`src/rtl/fsr_pkg.sv`:
```
// Shared types, sizes, register indexes and byte helpers for the string replacer.
package fsr_pkg;

  // Sizes
  localparam int NEEDLE_MAX  = 16;
  localparam int REPLACE_MAX = 16;
  localparam int WIN_DEPTH   = NEEDLE_MAX - 1;
  localparam int QDEPTH      = 4;  // power of two

  localparam int NLEN_W    = $clog2(NEEDLE_MAX + 1);
  localparam int RLEN_W    = $clog2(REPLACE_MAX + 1);
  localparam int PEND_W    = $clog2(NEEDLE_MAX);
  localparam int RIDX_W    = (REPLACE_MAX > 1) ? $clog2(REPLACE_MAX) : 1;
  localparam int POS_W     = $clog2(REPLACE_MAX + NEEDLE_MAX + 1);
  localparam int QPTR_W    = $clog2(QDEPTH);
  localparam int QCNT_W    = $clog2(QDEPTH + 1);
  localparam int CFG_IDX_W = 4;
  localparam int LEN_CFG_W = 5;

  // Register indexes
  localparam logic [CFG_IDX_W-1:0] REG_NEEDLE_LO   = 4'd0;
  localparam logic [CFG_IDX_W-1:0] REG_NEEDLE_HI   = 4'd1;
  localparam logic [CFG_IDX_W-1:0] REG_NEEDLE_LEN  = 4'd2;
  localparam logic [CFG_IDX_W-1:0] REG_REPL_LO     = 4'd3;
  localparam logic [CFG_IDX_W-1:0] REG_REPL_HI     = 4'd4;
  localparam logic [CFG_IDX_W-1:0] REG_REPL_LEN    = 4'd5;
  localparam logic [CFG_IDX_W-1:0] REG_FOLD_CASE   = 4'd6;
  localparam logic [CFG_IDX_W-1:0] REG_REPLACE_ALL = 4'd7;

  typedef struct packed {
    logic [7:0] data_byte;
    logic       end_of_string;
    logic       string_empty;
    logic       string_missing;
  } in_word_t;

  typedef struct packed {
    logic [7:0] out_byte;
    logic       out_last;
    logic       out_empty;
    logic       out_missing;
  } out_word_t;

  typedef struct packed {
    logic [63:0]          needle_low_bytes;
    logic [63:0]          needle_high_bytes;
    logic [LEN_CFG_W-1:0] needle_length;
    logic [63:0]          replacement_low_bytes;
    logic [63:0]          replacement_high_bytes;
    logic [LEN_CFG_W-1:0] replacement_length;
    logic                 fold_case;
    logic                 replace_all;
  } cfg_regs_t;

  // One classified item handed from the front end to the back end
  typedef struct packed {
    logic                        start;     // first item of a string
    logic                        missing;   // answer with a missing word
    logic                        repl;      // emit the replacement first
    logic                        byte_vld;  // then emit data_byte
    logic [7:0]                  data_byte;
    logic                        eos;       // then flush win and close the string
    logic [WIN_DEPTH-1:0][7:0]   win;
    logic [PEND_W-1:0]           win_cnt;
  } fsr_cmd_t;

  function automatic logic [NLEN_W-1:0] sat_nlen(input logic [LEN_CFG_W-1:0] v);
    if (32'(v) > NEEDLE_MAX) return NLEN_W'(NEEDLE_MAX);
    return NLEN_W'(v);
  endfunction

  function automatic logic [RLEN_W-1:0] sat_rlen(input logic [LEN_CFG_W-1:0] v);
    if (32'(v) > REPLACE_MAX) return RLEN_W'(REPLACE_MAX);
    return RLEN_W'(v);
  endfunction

  function automatic logic [7:0] fold_byte(input logic [7:0] c);
    if (c >= 8'h41 && c <= 8'h5A) return c + 8'h20;
    return c;
  endfunction

  function automatic logic byte_eq(input logic [7:0] x, input logic [7:0] y,
                                   input logic fold_en);
    if (fold_en) return fold_byte(x) == fold_byte(y);
    return x == y;
  endfunction

endpackage

```
`src/rtl/fixed_string_replace.sv`:
```
// Top level of the fixed-string find and replace block: registers and wiring.
//
// Strings enter one byte per word and one word is taken per cycle while the
// command queue (four entries) has room; every input word turns into one
// command. The back end sends one output word per cycle while the output is
// not stalled: the replacement for a match, an unmatched byte, and at the end
// of a string each byte still waiting in the needle window; the input stalls
// only when these bursts fill the queue. The last byte of each item is held
// in the back end until the next byte of the string or its end arrives.
// Register writes are taken at any time (ready stays high) but must wait until
// the command queue has drained; they reach the next string that starts.
// No clearing pass follows reset.
module fixed_string_replace import fsr_pkg::*; (
  input  logic                 clk_i,
  input  logic                 rst_ni,
  input  logic                 in_valid_i,
  output logic                 in_stall_o,
  input  in_word_t             in_data_i,
  output logic                 out_valid_o,
  input  logic                 out_stall_i,
  output out_word_t            out_data_o,
  input  logic                 cfg_valid_i,
  output logic                 cfg_ready_o,
  input  logic [CFG_IDX_W-1:0] cfg_index_i,
  input  logic [63:0]          cfg_data_i
);

  cfg_regs_t cfg_q;
  fsr_cmd_t  cmd;
  fsr_cmd_t  head;
  logic      push;
  logic      pop;
  logic      q_full;
  logic      head_vld;

  assign cfg_ready_o = 1'b1;

  // Write configuration registers; unknown indexes drop the word
  always_ff @(posedge clk_i or negedge rst_ni) begin
    if (!rst_ni) begin
      cfg_q <= '0;
    end else if (cfg_valid_i && cfg_ready_o) begin
      case (cfg_index_i)
        REG_NEEDLE_LO:   cfg_q.needle_low_bytes       <= cfg_data_i;
        REG_NEEDLE_HI:   cfg_q.needle_high_bytes      <= cfg_data_i;
        REG_NEEDLE_LEN:  cfg_q.needle_length          <= cfg_data_i[LEN_CFG_W-1:0];
        REG_REPL_LO:     cfg_q.replacement_low_bytes  <= cfg_data_i;
        REG_REPL_HI:     cfg_q.replacement_high_bytes <= cfg_data_i;
        REG_REPL_LEN:    cfg_q.replacement_length     <= cfg_data_i[LEN_CFG_W-1:0];
        REG_FOLD_CASE:   cfg_q.fold_case              <= cfg_data_i[0];
        REG_REPLACE_ALL: cfg_q.replace_all            <= cfg_data_i[0];
        default: ;
      endcase
    end
  end

  fsr_front u_front (
    .clk_i      (clk_i),
    .rst_ni     (rst_ni),
    .cfg_i      (cfg_q),
    .in_valid_i (in_valid_i),
    .in_stall_o (in_stall_o),
    .in_data_i  (in_data_i),
    .q_full_i   (q_full),
    .push_o     (push),
    .cmd_o      (cmd)
  );

  fsr_queue u_queue (
    .clk_i      (clk_i),
    .rst_ni     (rst_ni),
    .push_i     (push),
    .cmd_i      (cmd),
    .full_o     (q_full),
    .pop_i      (pop),
    .head_o     (head),
    .head_vld_o (head_vld)
  );

  fsr_back u_back (
    .clk_i       (clk_i),
    .rst_ni      (rst_ni),
    .cfg_i       (cfg_q),
    .head_i      (head),
    .head_vld_i  (head_vld),
    .pop_o       (pop),
    .out_valid_o (out_valid_o),
    .out_stall_i (out_stall_i),
    .out_data_o  (out_data_o)
  );

endmodule

```
`src/rtl/fsr_front.sv`:
```
// Front end: accepts input words, matches the needle window and issues commands.
module fsr_front import fsr_pkg::*; (
  input  logic      clk_i,
  input  logic      rst_ni,
  input  cfg_regs_t cfg_i,
  input  logic      in_valid_i,
  output logic      in_stall_o,
  input  in_word_t  in_data_i,
  input  logic      q_full_i,
  output logic      push_o,
  output fsr_cmd_t  cmd_o
);

  logic                        accept;
  logic                        at_start_q;
  logic                        done_q, done_d, done_e;
  logic [PEND_W-1:0]           pend_q, pend_d, pend_e;
  logic [WIN_DEPTH-1:0][7:0]   win_q, win_d;
  logic [127:0]                nd_all;
  logic [NEEDLE_MAX-1:0][7:0]  nd_q, nd_l, nd_e;
  logic [NLEN_W-1:0]           nlen_q, nlen_l, nlen_e;
  logic                        fold_q, fold_e;
  logic                        all_q, all_e;
  logic                        pre;
  logic                        full_win;
  logic                        hit;
  logic [NEEDLE_MAX-1:0][7:0]  buf_b;
  logic [NEEDLE_MAX-1:0]       lane_ok;
  logic [7:0]                  b;

  assign accept     = in_valid_i && !q_full_i;
  assign in_stall_o = q_full_i;
  assign push_o     = accept;
  assign b          = in_data_i.data_byte;

  // Live register view, used by the first item of a string
  assign nlen_l = sat_nlen(cfg_i.needle_length);
  assign nd_all = {cfg_i.needle_high_bytes, cfg_i.needle_low_bytes};
  assign nd_l   = nd_all[NEEDLE_MAX*8-1:0];

  // Effective per-string settings and state
  assign nlen_e = at_start_q ? nlen_l : nlen_q;
  assign nd_e   = at_start_q ? nd_l : nd_q;
  assign fold_e = at_start_q ? cfg_i.fold_case : fold_q;
  assign all_e  = at_start_q ? cfg_i.replace_all : all_q;
  assign pend_e = at_start_q ? '0 : pend_q;
  assign pre    = at_start_q && (nlen_e == '0) && !all_e;
  assign done_e = (at_start_q ? 1'b0 : done_q) || pre;

  // Candidate window: pending bytes with the new byte appended
  always_comb begin
    for (int k = 0; k < WIN_DEPTH; k++) begin
      buf_b[k] = (PEND_W'(k) == pend_e) ? b : win_q[k];
    end
    buf_b[NEEDLE_MAX-1] = b;
  end

  // Compare all needle lanes in parallel
  always_comb begin
    for (int k = 0; k < NEEDLE_MAX; k++) begin
      lane_ok[k] = (NLEN_W'(k) >= nlen_e) || byte_eq(buf_b[k], nd_e[k], fold_e);
    end
  end

  assign hit      = &lane_ok;
  assign full_win = (NLEN_W'(pend_e) + NLEN_W'(1)) == nlen_e;

  // Classify the word and build the command
  always_comb begin
    cmd_o       = '0;
    win_d       = win_q;
    pend_d      = pend_e;
    done_d      = done_e;
    cmd_o.start = at_start_q;
    cmd_o.repl  = pre;
    if (nlen_e == '0 || done_e) begin
      cmd_o.byte_vld  = 1'b1;
      cmd_o.data_byte = b;
    end else if (full_win) begin
      if (hit) begin
        cmd_o.repl = 1'b1;
        pend_d     = '0;
        if (!all_e) done_d = 1'b1;
      end else begin
        cmd_o.byte_vld  = 1'b1;
        cmd_o.data_byte = buf_b[0];
        for (int k = 0; k < WIN_DEPTH; k++) begin
          win_d[k] = buf_b[k+1];
        end
      end
    end else begin
      for (int k = 0; k < WIN_DEPTH; k++) begin
        if (PEND_W'(k) == pend_e) win_d[k] = b;
      end
      pend_d = pend_e + PEND_W'(1);
    end
    cmd_o.eos     = in_data_i.end_of_string;
    cmd_o.win     = win_d;
    cmd_o.win_cnt = pend_d;
    if (in_data_i.string_missing) begin
      cmd_o         = '0;
      cmd_o.missing = 1'b1;
    end else if (in_data_i.string_empty) begin
      cmd_o       = '0;
      cmd_o.start = 1'b1;
      cmd_o.repl  = (nlen_l == '0) && !cfg_i.replace_all;
      cmd_o.eos   = 1'b1;
    end
  end

  // Advance string state
  always_ff @(posedge clk_i or negedge rst_ni) begin
    if (!rst_ni) begin
      at_start_q <= 1'b1;
      pend_q     <= '0;
      done_q     <= 1'b0;
    end else if (accept) begin
      if (in_data_i.string_missing || in_data_i.string_empty ||
          in_data_i.end_of_string) begin
        at_start_q <= 1'b1;
        pend_q     <= '0;
        done_q     <= 1'b0;
      end else begin
        at_start_q <= 1'b0;
        pend_q     <= pend_d;
        done_q     <= done_d;
      end
    end
  end

  // Hold the window and the settings captured at string start
  always_ff @(posedge clk_i) begin
    if (accept) begin
      win_q <= win_d;
      if (at_start_q) begin
        nd_q   <= nd_l;
        nlen_q <= nlen_l;
        fold_q <= cfg_i.fold_case;
        all_q  <= cfg_i.replace_all;
      end
    end
  end

  a_pend_below_needle: assert property (@(posedge clk_i) disable iff (!rst_ni)
    (!at_start_q && nlen_q != '0) |-> (NLEN_W'(pend_q) < nlen_q))
    else $error("pending window reached the needle length");

endmodule

```
`src/rtl/fsr_queue.sv`:
```
// Command queue between the front end and the back end.
module fsr_queue import fsr_pkg::*; (
  input  logic     clk_i,
  input  logic     rst_ni,
  input  logic     push_i,
  input  fsr_cmd_t cmd_i,
  output logic     full_o,
  input  logic     pop_i,
  output fsr_cmd_t head_o,
  output logic     head_vld_o
);

  fsr_cmd_t            mem_q [QDEPTH];
  logic [QPTR_W-1:0]   wr_ptr_q, rd_ptr_q;
  logic [QCNT_W-1:0]   count_q;

  assign full_o     = count_q == QCNT_W'(QDEPTH);
  assign head_vld_o = count_q != '0;
  assign head_o     = mem_q[rd_ptr_q];

  // Store pushed commands
  always_ff @(posedge clk_i) begin
    if (push_i) mem_q[wr_ptr_q] <= cmd_i;
  end

  // Advance pointers and fill count
  always_ff @(posedge clk_i or negedge rst_ni) begin
    if (!rst_ni) begin
      wr_ptr_q <= '0;
      rd_ptr_q <= '0;
      count_q  <= '0;
    end else begin
      if (push_i) wr_ptr_q <= wr_ptr_q + QPTR_W'(1);
      if (pop_i)  rd_ptr_q <= rd_ptr_q + QPTR_W'(1);
      case ({push_i, pop_i})
        2'b10:   count_q <= count_q + QCNT_W'(1);
        2'b01:   count_q <= count_q - QCNT_W'(1);
        default: count_q <= count_q;
      endcase
    end
  end

  a_no_overflow: assert property (@(posedge clk_i) disable iff (!rst_ni)
    push_i |-> !full_o)
    else $error("push into a full command queue");

  a_no_underflow: assert property (@(posedge clk_i) disable iff (!rst_ni)
    pop_i |-> head_vld_o)
    else $error("pop from an empty command queue");

endmodule

```
`src/rtl/fsr_back.sv`:
```
// Back end: expands commands into output words, holding the latest word back.
module fsr_back import fsr_pkg::*; (
  input  logic      clk_i,
  input  logic      rst_ni,
  input  cfg_regs_t cfg_i,
  input  fsr_cmd_t  head_i,
  input  logic      head_vld_i,
  output logic      pop_o,
  output logic      out_valid_o,
  input  logic      out_stall_i,
  output out_word_t out_data_o
);

  logic [127:0]                rep_all;
  logic [REPLACE_MAX-1:0][7:0] rep_q, rep_l, rep_e;
  logic [RLEN_W-1:0]           rlen_q, rlen_e, rl;
  logic [POS_W-1:0]            pos_q, pos_d, len, widx;
  logic [7:0]                  held_q, held_d, elem;
  logic                        held_vld_q, held_vld_d;
  logic                        hv;
  logic                        out_free;
  logic                        emit;
  out_word_t                   emit_word;
  logic                        out_valid_q;
  out_word_t                   out_data_q;

  assign out_free    = !out_valid_q || !out_stall_i;
  assign out_valid_o = out_valid_q;
  assign out_data_o  = out_data_q;

  // Start commands read the live registers; later ones the captured copy
  assign rep_all = {cfg_i.replacement_high_bytes, cfg_i.replacement_low_bytes};
  assign rep_l   = rep_all[REPLACE_MAX*8-1:0];
  assign rep_e   = head_i.start ? rep_l : rep_q;
  assign rlen_e  = head_i.start ? sat_rlen(cfg_i.replacement_length) : rlen_q;

  // Words produced by the command at the head
  assign rl   = head_i.repl ? rlen_e : '0;
  assign len  = POS_W'(rl) + POS_W'(head_i.byte_vld) +
                (head_i.eos ? POS_W'(head_i.win_cnt) : '0);
  assign widx = pos_q - POS_W'(rl) - POS_W'(head_i.byte_vld);

  always_comb begin
    if (pos_q < POS_W'(rl)) begin
      elem = rep_e[pos_q[RIDX_W-1:0]];
    end else if (head_i.byte_vld && pos_q == POS_W'(rl)) begin
      elem = head_i.data_byte;
    end else begin
      elem = head_i.win[widx[PEND_W-1:0]];
    end
  end

  // A new string drops any word held from an unfinished one
  assign hv = held_vld_q && !(head_i.start && pos_q == '0);

  // Step through the head command, one word per cycle while the output register is free
  always_comb begin
    pop_o      = 1'b0;
    pos_d      = pos_q;
    held_d     = held_q;
    held_vld_d = held_vld_q;
    emit       = 1'b0;
    emit_word  = '0;
    if (head_vld_i && out_free) begin
      if (head_i.missing) begin
        emit                  = 1'b1;
        emit_word.out_last    = 1'b1;
        emit_word.out_missing = 1'b1;
        held_vld_d            = 1'b0;
        pop_o                 = 1'b1;
      end else if (pos_q < len) begin
        if (hv) begin
          emit               = 1'b1;
          emit_word.out_byte = held_q;
        end
        held_d     = elem;
        held_vld_d = 1'b1;
        if ((pos_q + POS_W'(1)) == len && !head_i.eos) begin
          pop_o = 1'b1;
          pos_d = '0;
        end else begin
          pos_d = pos_q + POS_W'(1);
        end
      end else begin
        if (head_i.eos) begin
          emit               = 1'b1;
          emit_word.out_last = 1'b1;
          if (hv) emit_word.out_byte = held_q;
          else    emit_word.out_empty = 1'b1;
          held_vld_d = 1'b0;
        end else begin
          held_vld_d = hv;
        end
        pop_o = 1'b1;
        pos_d = '0;
      end
    end
  end

  // Advance control state and the output register
  always_ff @(posedge clk_i or negedge rst_ni) begin
    if (!rst_ni) begin
      pos_q       <= '0;
      held_vld_q  <= 1'b0;
      out_valid_q <= 1'b0;
    end else begin
      pos_q      <= pos_d;
      held_vld_q <= held_vld_d;
      if (out_free) out_valid_q <= emit;
    end
  end

  // Hold payloads and capture the replacement at string start
  always_ff @(posedge clk_i) begin
    held_q <= held_d;
    if (out_free) out_data_q <= emit_word;
    if (pop_o && head_i.start) begin
      rep_q  <= rep_l;
      rlen_q <= sat_rlen(cfg_i.replacement_length);
    end
  end

  a_pos_in_range: assert property (@(posedge clk_i) disable iff (!rst_ni)
    (head_vld_i && !head_i.missing) |-> (pos_q <= len))
    else $error("command position ran past its length");

  a_drop_after_close: assert property (@(posedge clk_i) disable iff (!rst_ni)
    (pop_o && (head_i.missing || head_i.eos)) |=> !held_vld_q)
    else $error("word still held after a string was closed");

  a_flag_is_last: assert property (@(posedge clk_i) disable iff (!rst_ni)
    (out_valid_o && (out_data_o.out_empty || out_data_o.out_missing))
      |-> out_data_o.out_last)
    else $error("flagged word without last");

endmodule

```
`config.mk`:
```
export PLATFORM = sky130hd
export DESIGN_NAME = fixed_string_replace
export DESIGN_NICKNAME = d
export VERILOG_FILES = /design/src/rtl/fsr_pkg.sv /design/src/rtl/fixed_string_replace.sv /design/src/rtl/fsr_front.sv /design/src/rtl/fsr_queue.sv /design/src/rtl/fsr_back.sv
export SDC_FILE = /design/constraint.sdc
export NUM_CORES = 2
export LEC_CHECK = 0
export BUFFER_PORTS_ARGS = -buffer_cell sky130_fd_sc_hd__buf_2
export CORE_ASPECT_RATIO = 0.8
export CORE_MARGIN = 2
export CORE_UTILIZATION = 47
export DETAILED_ROUTE_END_ITERATION = 8
export PLACE_DENSITY_LB_ADDON = 0.1
export SYNTH_ARGS = -nofsm -noshare
export SYNTH_HDL_FRONTEND = slang
export SYNTH_HIERARCHICAL = 1
export SYNTH_SLANG_ARGS = --single-unit
```
`constraint.sdc`:
```
create_clock -name clk_i -period 11.3 [get_ports clk_i]
set_clock_uncertainty 0.15 [all_clocks]
set_input_delay 1.13 -clock clk_i [delete_from_list [all_inputs] [get_ports clk_i]]
set_output_delay 1.13 -clock clk_i [all_outputs]
set_load 0.02 [all_outputs]
```
After elaboration in Yosys (flattened, before gate mapping)
Memories as Yosys holds them, arrays and structs flattened.
Index checks and enable logic that the tools add are counted.
{ "totals": {"reg_bits": 696, "latchBits": 0, "mem_bits_rw": 548, "mem_bits_ro": 0, "output_inout_bits": 14, "wordCells": 631, "memories": 1} }
{ "memory_table": {"columns": ["memory", "depth", "width", "rd", "rd_clocked_by_memory_dff", "wr", "line_no", "rtl"], "rows": [
  ["u_queue.mem_q", 4, 137, 1, 0, 1, "fsr_queue.sv:13", "fsr_cmd_t mem_q [QDEPTH];"]
]} }
{ "op_classes": {"add_sub_neg": 43, "mul": 0, "div_mod_pow": 0, "n_lt_le_gt_ge": 86, "eq_ne": 59, "shifts": 0, "mux": 276, "n_bitwise": 3, "reduce_logical": 90} }
{ "op_table": {"columns": ["cell", "n"], "rows": [
  ["2-to-1 mux 8 bit", 117],
  ["2-to-1 mux 120 bit", 3],
  ["2-to-1 mux 137 bit", 2],
  ["adder 8 x 6 -> 8 bit (second input constant)", 32],
  ["equality test 8 bit", 32],
  [">= comparator 8 x 7 -> 1 bit (second input constant)", 32],
  ["less-or-equal comparator 8 x 7 -> 1 bit (second input constant)", 32],
  ["2-to-1 mux 128 bit", 2],
  ["2-to-1 mux 1 bit", 128],
  ["binary-select mux 8 bit (select 4 bit)", 2],
  ["logical AND 1 bit", 42],
  [">= comparator 4 x 5 -> 1 bit (first input constant)", 8],
  ["2-to-1 mux 5 bit", 8],
  ["equality test 4 bit (first input constant)", 7],
  ["2-to-1 mux 4 bit", 6],
  ["logical OR 1 bit", 21],
  [">= comparator 3 x 5 -> 1 bit (first input constant)", 4],
  ["2-to-1 mux 10 bit", 2],
  ["2-to-1 mux 9 bit", 2],
  ["AND reduction 2 bit", 9],
  ["equality test 3 x 4 -> 1 bit (first input constant)", 4],
  ["equality test 4 x 3 -> 1 bit (second input constant)", 4],
  ["AND reduction 16 bit", 1],
  ["2-to-1 mux 6 bit", 2],
  ["38 further kinds", 55]
]} }

Longest topological paths before layout
{ "logic_depth": {"depth_word": 19, "ltp_mapped": 26, "ltp_nobuf": 20} }

Modules after synthesis
The synthesis kept the hierarchy.
{ "by_module_without_submodules": {"columns": ["mod", "instances", "cells_each", "area_per_inst_um2", "seq_area_each_um2"], "rows": [
  ["fsr_front", 1, 2276, 21343.0, 7808.7],
  ["fsr_queue", 1, 749, 20163.1, 16631.0],
  ["fixed_string_replace", 1, 577, 10364.9, 6706.4],
  ["fsr_back", 1, 583, 9132.5, 4764.6]
]} }

Least setup slack after synthesis
Ideal clock, no wire load.
{ "synth_path": {"kind": "input -> register", "from": "input in_valid_i", "to": "memory u_queue/mem_q[3][0] in the netlist's numbering (enable)", "setup_time_ns": 0.513, "arrival_time_ns": 9.844, "required_time_ns": 10.637, "path_slack_ns": 0.793, "stages": 3, "path_buffers": 0, "cell_sequence": "nand2b_1 -> inv_1 -> and2_1"} }
{ "synth_between": {"elab_chain_len": 3} }
{ "synth_lines": {"columns": ["element", "line_no", "rtl"], "rows": [
  ["start, declared", "fixed_string_replace.sv:16", "input logic in_valid_i,"],
  ["logical AND 1 bit", "fsr_front.sv:31", "assign accept = in_valid_i && !q_full_i;"],
  ["named net push", "fixed_string_replace.sv:31", "logic push;"],
  ["2-to-1 mux 1 bit", "fsr_queue.sv:23", "if (push_i) mem_q[wr_ptr_q] <= cmd_i;"],
  ["2-to-1 mux 1 bit (not written as such)", "fsr_queue.sv:23", null],
  ["end, declared", "fsr_queue.sv:13", null]
]} }
The timed path passes the listed nets, and every way through them passes these cells.

==> results.sh <==
export IMPL_hpwl_mm=130
export IMPL_antenna_found_initial=16
export IMPL_core_area_um2=129000
export IMPL_cts_htree_levels=4
export IMPL_syn_area_per_cell_um2=14.6
export IMPL_cts_root_buffer="clkbuf_16"
export IMPL_worstSetupEndpointType="register"
export IMPL_fin_crit_ns=7.39
export IMPL_dieArea_um2=133000
export IMPL_yosysUniqueCellTypes=114
export IMPL_grt_max_degree=130
export IMPL_synth_seq_cells=1244
export IMPL_yosysSeqAreaShare_pct=58.9
export IMPL_synth_warnings=6
export IMPL_start_util_pct=47.3
export IMPL_drt_iter0_markers=4979
export IMPL_cts_setup_buffers=0
export IMPL_crit_type="reg2reg"
export IMPL_cts_resized=0
export IMPL_rsz0062_at_grt="false"
export IMPL_synth_top_area_cell="edfxtp_1"
export IMPL_drc=0
export IMPL_final_max_slew_viol_count=0
export IMPL_yosysMostFrequentCell="edfxtp_1"
export IMPL_hp_class="in2async"
export IMPL_grt_busiest_layer="met1"
export IMPL_critical_path_arrival_ns=7.70
export IMPL_post_route_period_util_pct=65.4
export IMPL_grt_util_met3_pct=7.31
export IMPL_synth_top_area_share_pct=47.0
export IMPL_cts_hold_fix_buffers=0
export IMPL_place_gp_congestion=0.959
export IMPL_run_status="completed"
export IMPL_fill_cells=10900
export IMPL_clk_latency_ns=0.77
export IMPL_syn2layout_area_growth_pct=10.4
export IMPL_cts_tree="yes"
export IMPL_async_reset_ff_share_pct=23.2
export IMPL_rrSetupSlack_ns=3.91
export IMPL_nets=4410
export IMPL_critPathRequiredTime_ns=11.61
export IMPL_leakagePower_uw=0.0252
export IMPL_cp_start_kind="register"
export IMPL_dr_pass1_iters=6
export IMPL_fp_dieW_um=407
export IMPL_ys_top_cells_by_count="955 x edfxtp_1, 321 x mux2_2, 288 x dfrtp_1"
export IMPL_grt_use_met1_pct=42.3
export IMPL_drt_wl_total_mm=191
export IMPL_path_max_fanout=55
export IMPL_fmax_ghz=0.135
export IMPL_routed_via_density=6.34
export IMPL_rr_worst_depth=14
export IMPL_die_h_um=326
export IMPL_powerDensity_nw_per_um2=308
export IMPL_cts_made_buffers=132
export IMPL_drive_gt1_share_pct=23.8
export IMPL_max_clock_path_buffers=3
export IMPL_grt_pass1_wl_mm=273
export IMPL_clk_pin_slew_ns=0.06
export IMPL_synth_flop_cell="edfxtp_1"
export IMPL_tightestPinTransition_ns=1.33
export IMPL_finalHoldViolCount=0
export IMPL_whs_ns=0.299
export IMPL_fin_tns_setup_ns=0
export IMPL_vdd_drop_max_mv=0.395
export IMPL_cap_viol_max_count=0
export IMPL_num_vias=38800
export IMPL_routedWlPerCell_um=31.1
export IMPL_slew_headroom_pct=10.3
export IMPL_use_met2_pct=41.5
export IMPL_cts_sinks=1244
export IMPL_synth_area_um2=61000
export IMPL_synth_edff_count=955
export IMPL_syn_num_nets=4331
export IMPL_rr_endpoint="u_queue/mem_q[2][94]"
export IMPL_num_rows=118
export IMPL_antenna_left=0
export IMPL_setup_viol=0
export IMPL_synth_area_leaders="edfxtp_1 47%, dfrtp_1 12%, mux4_2 8.1%, mux2_2 5.9%, mux2i_1 2.9%"
export IMPL_overflow=0
export IMPL_port_buffers=96
export IMPL_r2r_start="u_front/at_start_q"
export IMPL_ios=98
export IMPL_syn_inst=4185
export IMPL_grt_total_usage_pct=28.8
export IMPL_grt_pass1_vias=37000
per-layer routing:
| metal | up-vias | part of all wire [%] |
|---|---|---|
| met5 | - | 0.014 |
| met4 | 4 | 3.6 |
| met3 | 313 | 10 |
| met2 | 1892 | 44 |
| met1 | 20100 | 43 |
| li1 | 16500 | - |
cells by family (layout without fill, tap and decap cells):
logic type      after synthesis  after routing  share of synthesized area, %
flops                      1244           1244                          58.9
simple gates                965            965                          8.53
mux                         783            783                          18.6
compound gates              560            560                          6.40
buf+inv                     368            555                          3.11
xor+xnor                    202            202                          3.20
fa+ha+maj                    62             62                          1.33
other cells                   1              5                       0.00615
worst max path at each step:
stage / start / end / slack [ns] / cells past startpoint
after floorplan: in_valid_i / u_queue/mem_q[3][0] / 0.79 / 3
after global placement: u_front/at_start_q / u_queue/mem_q[1][16] / 4.33 / 14
after detailed placement: u_front/at_start_q / u_queue/mem_q[0][84] / 4.24 / 14
after CTS: u_front/at_start_q / u_queue/mem_q[2][94] / 4.19 / 14
after global routing: u_front/at_start_q / u_queue/mem_q[3][32] / 3.66 / 14
final: u_front/at_start_q / u_queue/mem_q[2][94] / 3.91 / 14
sequential cells by signal, summed over array words and instances, names as in the netlist:
signal	flops
u_front/fold_q	1
u_queue/mem_q	548
u_back/out_valid_o	1
u_queue/wr_ptr_q	2
u_queue/count_q	3
u_front/all_q	1
u_front/nlen_q	5
u_front/at_start_q	1
u_back/rep_q	128
u_back/pos_q	6
u_front/pend_q	4
u_back/held_vld_q	1
u_back/rlen_q	5
cfg_q	268
u_front/win_q	120
u_back/out_data_o	11
u_front/done_q	1
u_back/held_q	8
u_front/nd_q	128
u_queue/rd_ptr_q	2
area by class of cell:
cell class	count	area, µm²	share of cell area [%]
antenna	4	10.0	0.0149
clock buffer	179	3700	5.49
clock inverter	63	544	0.808
inverter	141	537	0.797
multi-input combinational	2573	23300	34.6
sequential	1244	35900	53.3
tap	1740	2180	3.23
timing repair buffer	172	1140	1.69
layout by cell type, fill, tap and decap left out, types with 128 or more instances in the layout:
cell type / count
dfrtp_1: 285
nor2_1: 208
edfxtp_1: 955
clkbuf_16: 139
mux4_2: 219
inv_1: 138
a21oi_1: 128
mux2i_1: 176
xnor2_1: 130
nor3_1: 141
nand2_1: 147
mux2_2: 321
power by group:
group | total (µW) | internal [µW] | switching, µW | leakage, µW
Combinational | 8970 | 3410 | 5560 | 0.0104
Sequential | 7450 | 6700 | 747 | 0.0126
Clock | 4310 | 2460 | 1840 | 0.00209
Total | 20700 | 12600 | 8150 | 0.0252
critical path, stage by stage, from the launching register on:
cell	delay [ns]
dfstp_4	0.67
nand3b_2	0.59
nor3_2	0.21
buf_4	0.32
mux2i_1	0.89
inv_1	0.21
ha_1	0.31
xor2_1	0.17
a311o_1	0.36
a311oi_1	1.01
nor4_4	0.20
a31oi_4	0.57
buf_4	0.58
nor2_1	0.12
nor4_1	0.63
metrics by stage:
stage | cell area [µm²] | setup slack [ns] | utilization, % | instances | power (µW)
after floorplan | 61000 | 0.793 | - | 4185 | 13000
after global placement | 63100 | 4.33 | 48.9 | 5870 | 16300
after detailed placement | 63100 | 4.24 | 48.9 | 5870 | 16400
after CTS | 67300 | 4.19 | 52.2 | 6112 | 20700
after global routing | 67300 | 3.66 | 52.2 | 6112 | 21600
final | 67400 | 3.91 | 52.2 | 6116 | 20700
Note: power is estimated with default switching activity, not from simulation.
